[src/rtl/core/nefx_pkg.sv]
// Shared types and constants for the NE export table and import fixup unit.
package nefx_pkg;

	typedef enum logic [2:0] {
		ST_NOT_IMPORT = 3'd0,
		ST_BAD_MODULE = 3'd1,
		ST_BAD_ORDINAL = 3'd2,
		ST_RESOLVED = 3'd3,
		ST_PATCHED = 3'd4,
		ST_BYTE_TAKEN = 3'd5,
		ST_MOD_CLOSED = 3'd6,
		ST_SLOTS_FULL = 3'd7
	} status_t;

	typedef enum logic [3:0] {
		PH_COUNT = 4'b0001,
		PH_KIND = 4'b0010,
		PH_FIXED = 4'b0100,
		PH_SKIP = 4'b1000
	} phase_t;

	typedef struct packed {
		logic wr_en;
		logic close;
		status_t status;
	} parse_res_t;

	localparam logic [7:0] KIND_UNUSED = 8'h00;
	localparam logic [7:0] KIND_MOVEABLE = 8'hFF;
	localparam logic [7:0] ADDR_FAR_PTR = 8'd3;
	localparam logic [7:0] RELOC_IMP_ORD = 8'd1;
	localparam logic [3:0] MOVE_ENTRY_BYTES = 4'd6;
	localparam logic [16:0] FAR_PTR_TAIL = 17'd3;
	localparam logic [15:0] SELECTOR_RESET = 16'h0048;

endpackage

[src/rtl/core/ne_export_table_and_import_fixup_unit.sv]
// Top level: export store, import-by-ordinal resolver and item pipeline.
//
// Takes one item per cycle unless m_tready stalls the pipeline, and returns one result
// per item: acceptance registers the item in stage 1 together with the export-store
// read for a relocation record, then the result register takes the result. Entry-table
// bytes fill the next free module slot; relocation records see closed modules
// only. Input tuser is operation; input tdata is, from bit 0: entry_byte,
// reloc_address_kind, reloc_kind, patch_location, module_number,
// import_ordinal, segment_size. Output tuser is status; output tdata is, from
// bit 0: resolved_offset, resolved_selector, patch_offset, patch_valid,
// exports_found. The only stall source is m_tready.
module ne_export_table_and_import_fixup_unit #(
	parameter int MODULE_SLOTS = 4,
	parameter int EXPORT_SLOTS = 32
) (
	input  logic        clk,
	input  logic        arst_n,
	input  logic        cfg_wr_en,
	input  logic [15:0] cfg_wr_data,  // import_selector
	input  logic        s_tvalid,
	output logic        s_tready,
	input  logic [87:0] s_tdata,      // entry_byte, reloc_address_kind, reloc_kind,
	                                  // patch_location, module_number,
	                                  // import_ordinal, segment_size
	input  logic [0:0]  s_tuser,      // operation
	output logic        m_tvalid,
	input  logic        m_tready,
	output logic [55:0] m_tdata,      // resolved_offset, resolved_selector,
	                                  // patch_offset, patch_valid, exports_found
	output logic [2:0]  m_tuser       // status
);
	import nefx_pkg::*;

	localparam int DEPTH = MODULE_SLOTS * EXPORT_SLOTS;
	localparam int AW = (DEPTH > 1) ? $clog2(DEPTH) : 1;
	localparam int MIW = (MODULE_SLOTS > 1) ? $clog2(MODULE_SLOTS) : 1;
	localparam int OIW = (EXPORT_SLOTS > 1) ? $clog2(EXPORT_SLOTS) : 1;
	localparam int MLW = $clog2(MODULE_SLOTS + 1);
	localparam int CW = $clog2(EXPORT_SLOTS + 1);

	logic [15:0] sel_q;

	// stage 1
	logic        vld_s1;
	logic        op_s1;
	logic [7:0]  byte_s1;
	logic [7:0]  akind_s1;
	logic [7:0]  rkind_s1;
	logic [15:0] loc_s1;
	logic [15:0] mod_s1;
	logic [15:0] ord_s1;
	logic [15:0] size_s1;
	logic [15:0] rd_data_s1;
	logic        rd_vld_s1;

	// result register
	logic        vld_q;
	status_t     status_q;
	logic [15:0] off_q;
	logic [15:0] rsel_q;
	logic [15:0] poff_q;
	logic        pv_q;
	logic [5:0]  found_q;

	logic [15:0] store_mem [DEPTH];
	logic        store_vld_q [DEPTH];
	logic [CW-1:0] cnt_q [MODULE_SLOTS];

	logic        adv;
	logic        accept;
	logic        step;
	logic [15:0] in_mod_m1;
	logic [15:0] in_ord_m1;
	logic [AW-1:0] raddr;
	logic [AW-1:0] waddr;

	parse_res_t  pres;
	logic [MLW-1:0] mods;
	logic [OIW-1:0] wr_ord;
	logic [15:0] wr_data;
	logic [CW-1:0] cur_count;

	logic [15:0] mod_m1_s1;
	logic [CW-1:0] mod_cnt;
	logic        mod_ok;
	logic        ord_ok;
	logic        patch_ok;
	logic [15:0] found_off;

	status_t     status_d;
	logic [15:0] off_d;
	logic [15:0] rsel_d;
	logic [15:0] poff_d;
	logic        pv_d;
	logic [5:0]  found_d;

	assign adv = !vld_q || m_tready;
	assign s_tready = !vld_s1 || adv;
	assign accept = s_tvalid && s_tready;
	assign step = vld_s1 && adv && !op_s1;

	assign in_mod_m1 = s_tdata[55:40] - 16'd1;
	assign in_ord_m1 = s_tdata[71:56] - 16'd1;
	assign raddr = AW'(32'(in_mod_m1[MIW-1:0]) * 32'(EXPORT_SLOTS) + 32'(in_ord_m1[OIW-1:0]));
	assign waddr = AW'(32'(mods) * 32'(EXPORT_SLOTS) + 32'(wr_ord));

	nefx_entry_parser #(
		.MODULE_SLOTS (MODULE_SLOTS),
		.EXPORT_SLOTS (EXPORT_SLOTS),
		.MLW          (MLW),
		.OIW          (OIW),
		.CW           (CW)
	) u_parser (
		.clk            (clk),
		.arst_n         (arst_n),
		.step           (step),
		.entry_byte     (byte_s1),
		.res            (pres),
		.modules_loaded (mods),
		.wr_ord         (wr_ord),
		.wr_data        (wr_data),
		.cur_count      (cur_count)
	);

	always_ff @(posedge clk or negedge arst_n) begin
		if (!arst_n) begin
			sel_q <= SELECTOR_RESET;
		end else if (cfg_wr_en) begin
			sel_q <= cfg_wr_data;
		end
	end

	// export store: write from the parser, read when an item is taken in
	always_ff @(posedge clk) begin
		if (step && pres.wr_en) begin
			store_mem[waddr] <= wr_data;
		end
		if (accept) begin
			rd_data_s1 <= store_mem[raddr];
		end
	end

	always_ff @(posedge clk or negedge arst_n) begin
		if (!arst_n) begin
			for (int i = 0; i < DEPTH; i++) begin
				store_vld_q[i] <= 1'b0;
			end
			rd_vld_s1 <= 1'b0;
		end else begin
			if (step && pres.wr_en) begin
				store_vld_q[waddr] <= 1'b1;
			end
			if (accept) begin
				rd_vld_s1 <= store_vld_q[raddr];
			end
		end
	end

	always_ff @(posedge clk) begin
		if (step && pres.close) begin
			cnt_q[mods[MIW-1:0]] <= cur_count;
		end
	end

	always_ff @(posedge clk or negedge arst_n) begin
		if (!arst_n) begin
			vld_s1 <= 1'b0;
		end else if (s_tready) begin
			vld_s1 <= s_tvalid;
		end
	end

	always_ff @(posedge clk) begin
		if (accept) begin
			op_s1 <= s_tuser[0];
			byte_s1 <= s_tdata[7:0];
			akind_s1 <= s_tdata[15:8];
			rkind_s1 <= s_tdata[23:16];
			loc_s1 <= s_tdata[39:24];
			mod_s1 <= s_tdata[55:40];
			ord_s1 <= s_tdata[71:56];
			size_s1 <= s_tdata[87:72];
		end
	end

	assign mod_m1_s1 = mod_s1 - 16'd1;
	assign mod_cnt = cnt_q[mod_m1_s1[MIW-1:0]];
	assign mod_ok = (mod_s1 != 16'd0) && (mod_s1 <= 16'(mods));
	assign ord_ok = (ord_s1 != 16'd0) && (ord_s1 <= 16'(mod_cnt))
		&& (ord_s1 <= 16'(EXPORT_SLOTS));
	assign patch_ok = (akind_s1 == ADDR_FAR_PTR)
		&& ((17'(loc_s1) + FAR_PTR_TAIL) < 17'(size_s1));
	assign found_off = rd_vld_s1 ? rd_data_s1 : 16'd0;

	always_comb begin
		status_d = ST_NOT_IMPORT;
		off_d = '0;
		rsel_d = '0;
		poff_d = '0;
		pv_d = 1'b0;
		found_d = '0;
		if (!op_s1) begin
			status_d = pres.status;
			if (pres.close) begin
				found_d = 6'(cur_count);
			end
		end else if (rkind_s1 != RELOC_IMP_ORD) begin
			status_d = ST_NOT_IMPORT;
		end else if (!mod_ok) begin
			status_d = ST_BAD_MODULE;
		end else if (!ord_ok) begin
			status_d = ST_BAD_ORDINAL;
		end else begin
			off_d = found_off;
			rsel_d = sel_q;
			if (patch_ok) begin
				status_d = ST_PATCHED;
				poff_d = loc_s1;
				pv_d = 1'b1;
			end else begin
				status_d = ST_RESOLVED;
			end
		end
	end

	always_ff @(posedge clk or negedge arst_n) begin
		if (!arst_n) begin
			vld_q <= 1'b0;
		end else if (adv) begin
			vld_q <= vld_s1;
		end
	end

	always_ff @(posedge clk) begin
		if (adv && vld_s1) begin
			status_q <= status_d;
			off_q <= off_d;
			rsel_q <= rsel_d;
			poff_q <= poff_d;
			pv_q <= pv_d;
			found_q <= found_d;
		end
	end

	assign m_tvalid = vld_q;
	assign m_tuser = status_q;
	assign m_tdata = {1'b0, found_q, pv_q, poff_q, rsel_q, off_q};

endmodule

[src/rtl/core/nefx_entry_parser.sv]
// Entry-table byte parser: group walk, ordinal tracking and module closing.
module nefx_entry_parser #(
	parameter int MODULE_SLOTS = 4,
	parameter int EXPORT_SLOTS = 32,
	parameter int MLW = 3,
	parameter int OIW = 5,
	parameter int CW = 6
) (
	input  logic                 clk,
	input  logic                 arst_n,
	input  logic                 step,
	input  logic [7:0]           entry_byte,
	output nefx_pkg::parse_res_t res,
	output logic [MLW-1:0]       modules_loaded,
	output logic [OIW-1:0]       wr_ord,
	output logic [15:0]          wr_data,
	output logic [CW-1:0]        cur_count
);
	import nefx_pkg::*;

	phase_t       phase_q, phase_d;
	logic [7:0]   group_q, group_d;
	logic [10:0]  skip_q, skip_d;
	logic [1:0]   idx_q, idx_d;
	logic [7:0]   low_q, low_d;
	logic [15:0]  ord_q, ord_d;
	logic [CW-1:0] cnt_q, cnt_d;
	logic [MLW-1:0] mods_q, mods_d;
	logic         full;
	logic [8:0]   ord_inc;

	assign full = (mods_q == MLW'(MODULE_SLOTS));
	assign ord_inc = 9'(ord_q[7:0]) + 9'd1;
	assign modules_loaded = mods_q;
	assign wr_ord = ord_q[OIW-1:0];
	assign wr_data = {entry_byte, low_q};
	assign cur_count = cnt_q;

	always_comb begin
		phase_d = phase_q;
		group_d = group_q;
		skip_d = skip_q;
		idx_d = idx_q;
		low_d = low_q;
		ord_d = ord_q;
		cnt_d = cnt_q;
		mods_d = mods_q;
		res.wr_en = 1'b0;
		res.close = 1'b0;
		res.status = ST_BYTE_TAKEN;
		if (full) begin
			res.status = ST_SLOTS_FULL;
		end else begin
			case (phase_q)
				PH_KIND: begin
					if (entry_byte == KIND_UNUSED) begin
						ord_d = ord_q + 16'(group_q);
						phase_d = PH_COUNT;
					end else if (entry_byte == KIND_MOVEABLE) begin
						skip_d = 11'(group_q) * 11'(MOVE_ENTRY_BYTES);
						ord_d = ord_q + 16'(group_q);
						phase_d = PH_SKIP;
					end else begin
						idx_d = 2'd0;
						phase_d = PH_FIXED;
					end
				end
				PH_FIXED: begin
					if (idx_q == 2'd0) begin
						idx_d = 2'd1;
					end else if (idx_q == 2'd1) begin
						low_d = entry_byte;
						idx_d = 2'd2;
					end else begin
						if (ord_q < 16'(EXPORT_SLOTS)) begin
							res.wr_en = 1'b1;
							if (CW'(ord_inc) > cnt_q) begin
								cnt_d = CW'(ord_inc);
							end
						end
						ord_d = ord_q + 16'd1;
						idx_d = 2'd0;
						group_d = group_q - 8'd1;
						if (group_q == 8'd1) begin
							phase_d = PH_COUNT;
						end
					end
				end
				PH_SKIP: begin
					skip_d = skip_q - 11'd1;
					if (skip_q == 11'd1) begin
						phase_d = PH_COUNT;
					end
				end
				default: begin
					if (entry_byte == 8'd0) begin
						res.close = 1'b1;
						res.status = ST_MOD_CLOSED;
						mods_d = mods_q + MLW'(1);
						ord_d = '0;
						group_d = '0;
						skip_d = '0;
						idx_d = '0;
						low_d = '0;
						cnt_d = '0;
						phase_d = PH_COUNT;
					end else begin
						group_d = entry_byte;
						phase_d = PH_KIND;
					end
				end
			endcase
		end
	end

	always_ff @(posedge clk or negedge arst_n) begin
		if (!arst_n) begin
			phase_q <= PH_COUNT;
			group_q <= '0;
			skip_q <= '0;
			idx_q <= '0;
			low_q <= '0;
			ord_q <= '0;
			cnt_q <= '0;
			mods_q <= '0;
		end else if (step) begin
			phase_q <= phase_d;
			group_q <= group_d;
			skip_q <= skip_d;
			idx_q <= idx_d;
			low_q <= low_d;
			ord_q <= ord_d;
			cnt_q <= cnt_d;
			mods_q <= mods_d;
		end
	end

endmodule

[config.mk]
export PLATFORM = sky130hd
export DESIGN_NAME = ne_export_table_and_import_fixup_unit
export DESIGN_NICKNAME = d
export VERILOG_FILES = /design/src/rtl/core/nefx_pkg.sv /design/src/rtl/core/ne_export_table_and_import_fixup_unit.sv /design/src/rtl/core/nefx_entry_parser.sv
export SDC_FILE = /design/constraint.sdc
export NUM_CORES = 2
export LEC_CHECK = 0
export BUFFER_PORTS_ARGS = -buffer_cell sky130_fd_sc_hd__buf_2
export CAP_MARGIN = 20
export CORE_ASPECT_RATIO = 1.2
export CORE_MARGIN = 5
export CORE_UTILIZATION = 55
export CTS_CLUSTER_SIZE = 20
export DETAILED_ROUTE_END_ITERATION = 7
export PLACE_DENSITY_LB_ADDON = 0.2
export SETUP_SLACK_MARGIN = 0.15
export SYNTH_ARGS = -nofsm -noshare
export SYNTH_HDL_FRONTEND = slang
export SYNTH_SLANG_ARGS = --single-unit
[constraint.sdc]
create_clock -name clk -period 4.91 [get_ports clk]
set_input_delay 0.2455 -clock clk [delete_from_list [all_inputs] [get_ports clk]]
set_output_delay 0.2455 -clock clk [all_outputs]
set_load 0.005 [all_outputs]
==> results.py <==
metrics = {
    "run_status": {
        "status": "completed",
    },
    "global_route": {
        "grt_pass1_wl_um": 350000,
        "grt_pass1_vias": 50000,
        "grtUsageTotal_pct": 26.5,
        "overflow": 0,
        "grt_max_degree": 122,
        "antenna_found_initial": 12,
    },
    "setup_path": {
        "crit_arrival_ns": 4.48,
        "worstPathCellList": "inv_1, ha_1, a21oi_1, and3_1, nand3_1, nor2_1, and2_1, nand2_1, nor2_1, buf_4",
        "cp.required_ns": 5.41,
        "critical-path-top-cell-by-count": "nor2_1",
        "cp-start-kind": "register",
        "critPathSlowestCell": "nor2_1",
        "path_max_fanout": 17,
        "slowest_delay_ns": 0.87,
        "endpoint_kind": "register",
        "path_class": "register to register",
    },
    "synth": {
        "synthAdderAreaFrac_pct": 0.900,
        "ys_ff_latch": 2440,
        "netlist_area_um2": 96200,
        "synth-simple-area-share_pct": 3.83,
        "synth_top_family_by_area": "multiplexers",
        "synthesis.nets": 4975,
        "async_flop_share_pct": 8.40,
        "synthDistinctLibCells": 59,
        "syn_area_per_cell_um2": 20.1,
        "synth.area.top_cells": "edfxtp_1, mux4_2, dfrtp_1",
        "postSynthCellCount": 4797,
        "synth_ff_type": "edfxtp_1",
        "seq_area_frac_synth_pct": 75.1,
        "synth-compound-area-share_pct": 3.44,
        "synth-xor-area-share_pct": 0.355,
        "synth_area_leader_cell": "edfxtp_1",
        "ys_warn_count": 0,
        "synth-edff-count": 2235,
        "synth_top_area_share_pct": 69.7,
        "synth_mux_area_share_pct": 14.9,
    },
    "clock_network": {
        "cts_resized": 0,
        "clock_latency_ns": 0.85,
        "cts_root_buffer": "clkbuf_16",
        "clk_pin_slew_ns": 0.06,
        "cts.sinks": 2440,
        "cts_tree": "built",
        "cts_buffer_depth": 3,
        "cts_buffers": 220,
        "htree_num_levels": 4,
    },
    "route": {
        "wl_per_cell_um": 30.5,
        "num_vias": 49400,
        "ant_nets": 0,
        "drc": 0,
        "finalWirelength_um": 240000,
        "drt_first_pass_iters": 6,
        "avgViaCountPerCell": 6.28,
        "drtIter0Drc": 5615,
    },
    "place": {
        "pre_cts_ws_ns": 0.812,
        "gp_congestion": 0.831,
        "port_buffers": 169,
        "post-dp-hpwl_um": 145000,
    },
    "pwr": {
        "switching_share_pct": 23.2,
        "pwr-share-seq_pct": 51.7,
        "p_per_area_nw_per_um2": 404,
        "p_leak_uw": 0.0351,
        "p_int_uw": 34200,
        "pwr-share-clk_pct": 38.9,
        "comb_power_share_pct": 9.4,
        "ir_drop_mv": 0.332,
        "p_sw_uw": 10400,
    },
    "sta": {
        "period_minus_slack_ns": 3.98,
        "drv_slew": 0,
        "relSlewSlack_pct": 23.7,
        "fin_setup_tns_ns": 0,
        "max_freq_mhz": 251,
        "rsz0062_at_grt": "false",
        "skew_ns": 0.0381,
        "tightest_slew_ns": 1.14,
        "hold_viol_final": 0,
        "setup_viol": 0,
        "setup_slack_ns": 0.927,
        "period_share_pct": 81.1,
    },
    "die": {
        "dieArea_um2": 183000,
        "start_util_pct": 55.2,
        "dieHeight_um": 468,
        "std_cell_rows": 168,
        "die_x_um": 392,
        "ioPinCount": 171,
        "core_area_um2": 174000,
    },
    "layout": {
        "top_regs": "store_mem x2048, store_vld_q x128, cnt_q x24",
        "num-nets-final": 5550,
        "largest_register_ffs": 2048,
        "final_layout_size_suffix_gt1_share_pct": 27.9,
        "syn_to_final_growth_pct": 14.8,
        "fill_cells": 11700,
        "regMostFlops": "store_mem",
    },
    "flow_run": {
        "max-cap-violations": 0,
    },
    "worst_hold_path": {
        "hold_class": "primary input to register",
    },
}
[layout make-up]
cell class	instances	area, um2	share of cell area, %
clock buffers	298	6030	5.46
clock inverters	119	1260	1.14
diodes	9	22.5	0.0204
well taps	2295	2870	2.60
repair buffers	614	5180	4.69
flip-flops and latches	2440	72300	65.4
inverters	60	228	0.206
multi-input cells	2036	22600	20.5
[what timing repair did]
action	4_1_cts	5_1_grt
hold endpoints to repair	207	0
buffers inserted	0	0
hold buffers	125	0
[final timing paths]
kind,startpoint,to,slack (ns),cells past startpoint
max,u_parser.modules_loaded[0]$_DFFE_PN0P_,store_mem[19][15]$_DFFE_PP_,0.93,10
min,s_tdata[41],mod_s1[1]$_DFFE_PP_,0.10,1
max reg2reg,u_parser.modules_loaded[0]$_DFFE_PN0P_,store_mem[19][15]$_DFFE_PP_,0.93,10
min reg2reg,store_vld_q[116]$_DFFE_PN0P_,store_vld_q[116]$_DFFE_PN0P_,0.46,1
max in group asynchronous,arst_n,store_vld_q[15]$_DFFE_PN0P_,3.41,4
min in group asynchronous,arst_n,u_parser.phase_q[0]$_DFFE_PN1P_,0.58,3
[Yosys cell counts, types with 3 or more instances]
| cell type | count |
|---|---|
| a211oi_1 | 204 |
| a21o_1 | 27 |
| a21oi_1 | 162 |
| a31oi_1 | 10 |
| a32oi_1 | 6 |
| and2_1 | 48 |
| and3_1 | 33 |
| buf_1 | 21 |
| buf_2 | 68 |
| buf_4 | 18 |
| buf_6 | 8 |
| clkbuf_1 | 146 |
| dfrtp_1 | 202 |
| dfstp_2 | 3 |
| edfxtp_1 | 2235 |
| ha_1 | 66 |
| inv_1 | 60 |
| mux2_2 | 20 |
| mux2i_1 | 136 |
| mux4_2 | 567 |
| nand2_1 | 69 |
| nand2b_1 | 8 |
| nand3_1 | 20 |
| nand3b_1 | 6 |
| nand4_1 | 16 |
| nor2_1 | 175 |
| nor2b_1 | 141 |
| nor3_1 | 13 |
| nor4_1 | 12 |
| o21a_1 | 6 |
| o21ai_0 | 71 |
| o21bai_1 | 6 |
| o22ai_1 | 8 |
| o31ai_1 | 4 |
| or2_2 | 129 |
| or3_1 | 5 |
| xnor2_1 | 28 |
| xor2_1 | 11 |
[worst max-delay path, delay by kind of cell, from the launching register on]
kind | cells | cell delay, ns
adder cells (fa/ha/maj) | 1 | 0.23
flip-flops | 1 | 0.39
AO/OA/AOI/OAI | 1 | 0.19
AND/OR/NAND/NOR | 6 | 2.37
buffers and inverters | 2 | 0.44
[cells in the final DEF, fill, tap and decap left out, drive strengths merged, types with 28 or more instances in the layout]
master,synthesis,final
nor2b,141,141
mux2i,136,136
and2,48,48
nor2,175,175
ha,66,66
clkinv,0,81
o21ai,72,72
nand2,69,69
dlygate4sd3,0,124
inv,60,65
buf,115,490
edfxtp,2235,2235
xnor2,28,28
and3,33,33
dfrtp,202,202
mux4,567,567
a211oi,204,204
clkbuf,146,298
or2,129,129
a21oi,162,162
[routing by layer]
metal | routed length, um | GRT usage (%) | vias to the layer above
met5 | 173 | 0.685 | -
met4 | 8410 | 8.84 | 2
met3 | 19600 | 4.95 | 393
met2 | 120000 | 43.4 | 2215
met1 | 92600 | 36.7 | 26100
li1 | - | - | 20700
[stage by stage]
step / util, % / instances / instance area [um2] / hold WS, ns / power [uW]
6_report: 63.4 / 7871 / 111000 / 0.103 / 44600
3_5_place_dp: 58.4 / 7317 / 102000 / 0.225 / 27600
5_1_grt: 63.4 / 7870 / 111000 / 0.0833 / 46100
3_3_place_gp: 58.3 / 7309 / 102000 / 0.222 / 27400
4_1_cts: 63.4 / 7859 / 110000 / 0.0481 / 44800
2_1_floorplan: - / 4797 / 96200 / -0.0501 / 25800
[cell families after synthesis]
group / count (synthesis)
buf+inv: 321
other cells: 1
xor+xnor: 39
fa+ha+maj: 68
compound gates: 519
mux: 723
flops: 2440
simple gates: 686
[power groups by stage]
stage | clock network (uW) | registers (uW) | logic, uW
final | 17300 | 23100 | 4200
after global routing | 18500 | 23100 | 4460
after CTS | 17600 | 23100 | 4180
after detailed placement | 0 | 23500 | 4060
after global placement | 0 | 23500 | 3910
after floorplan | 0 | 23400 | 2320
No activity file was read; power rests on OpenSTA's default activity.
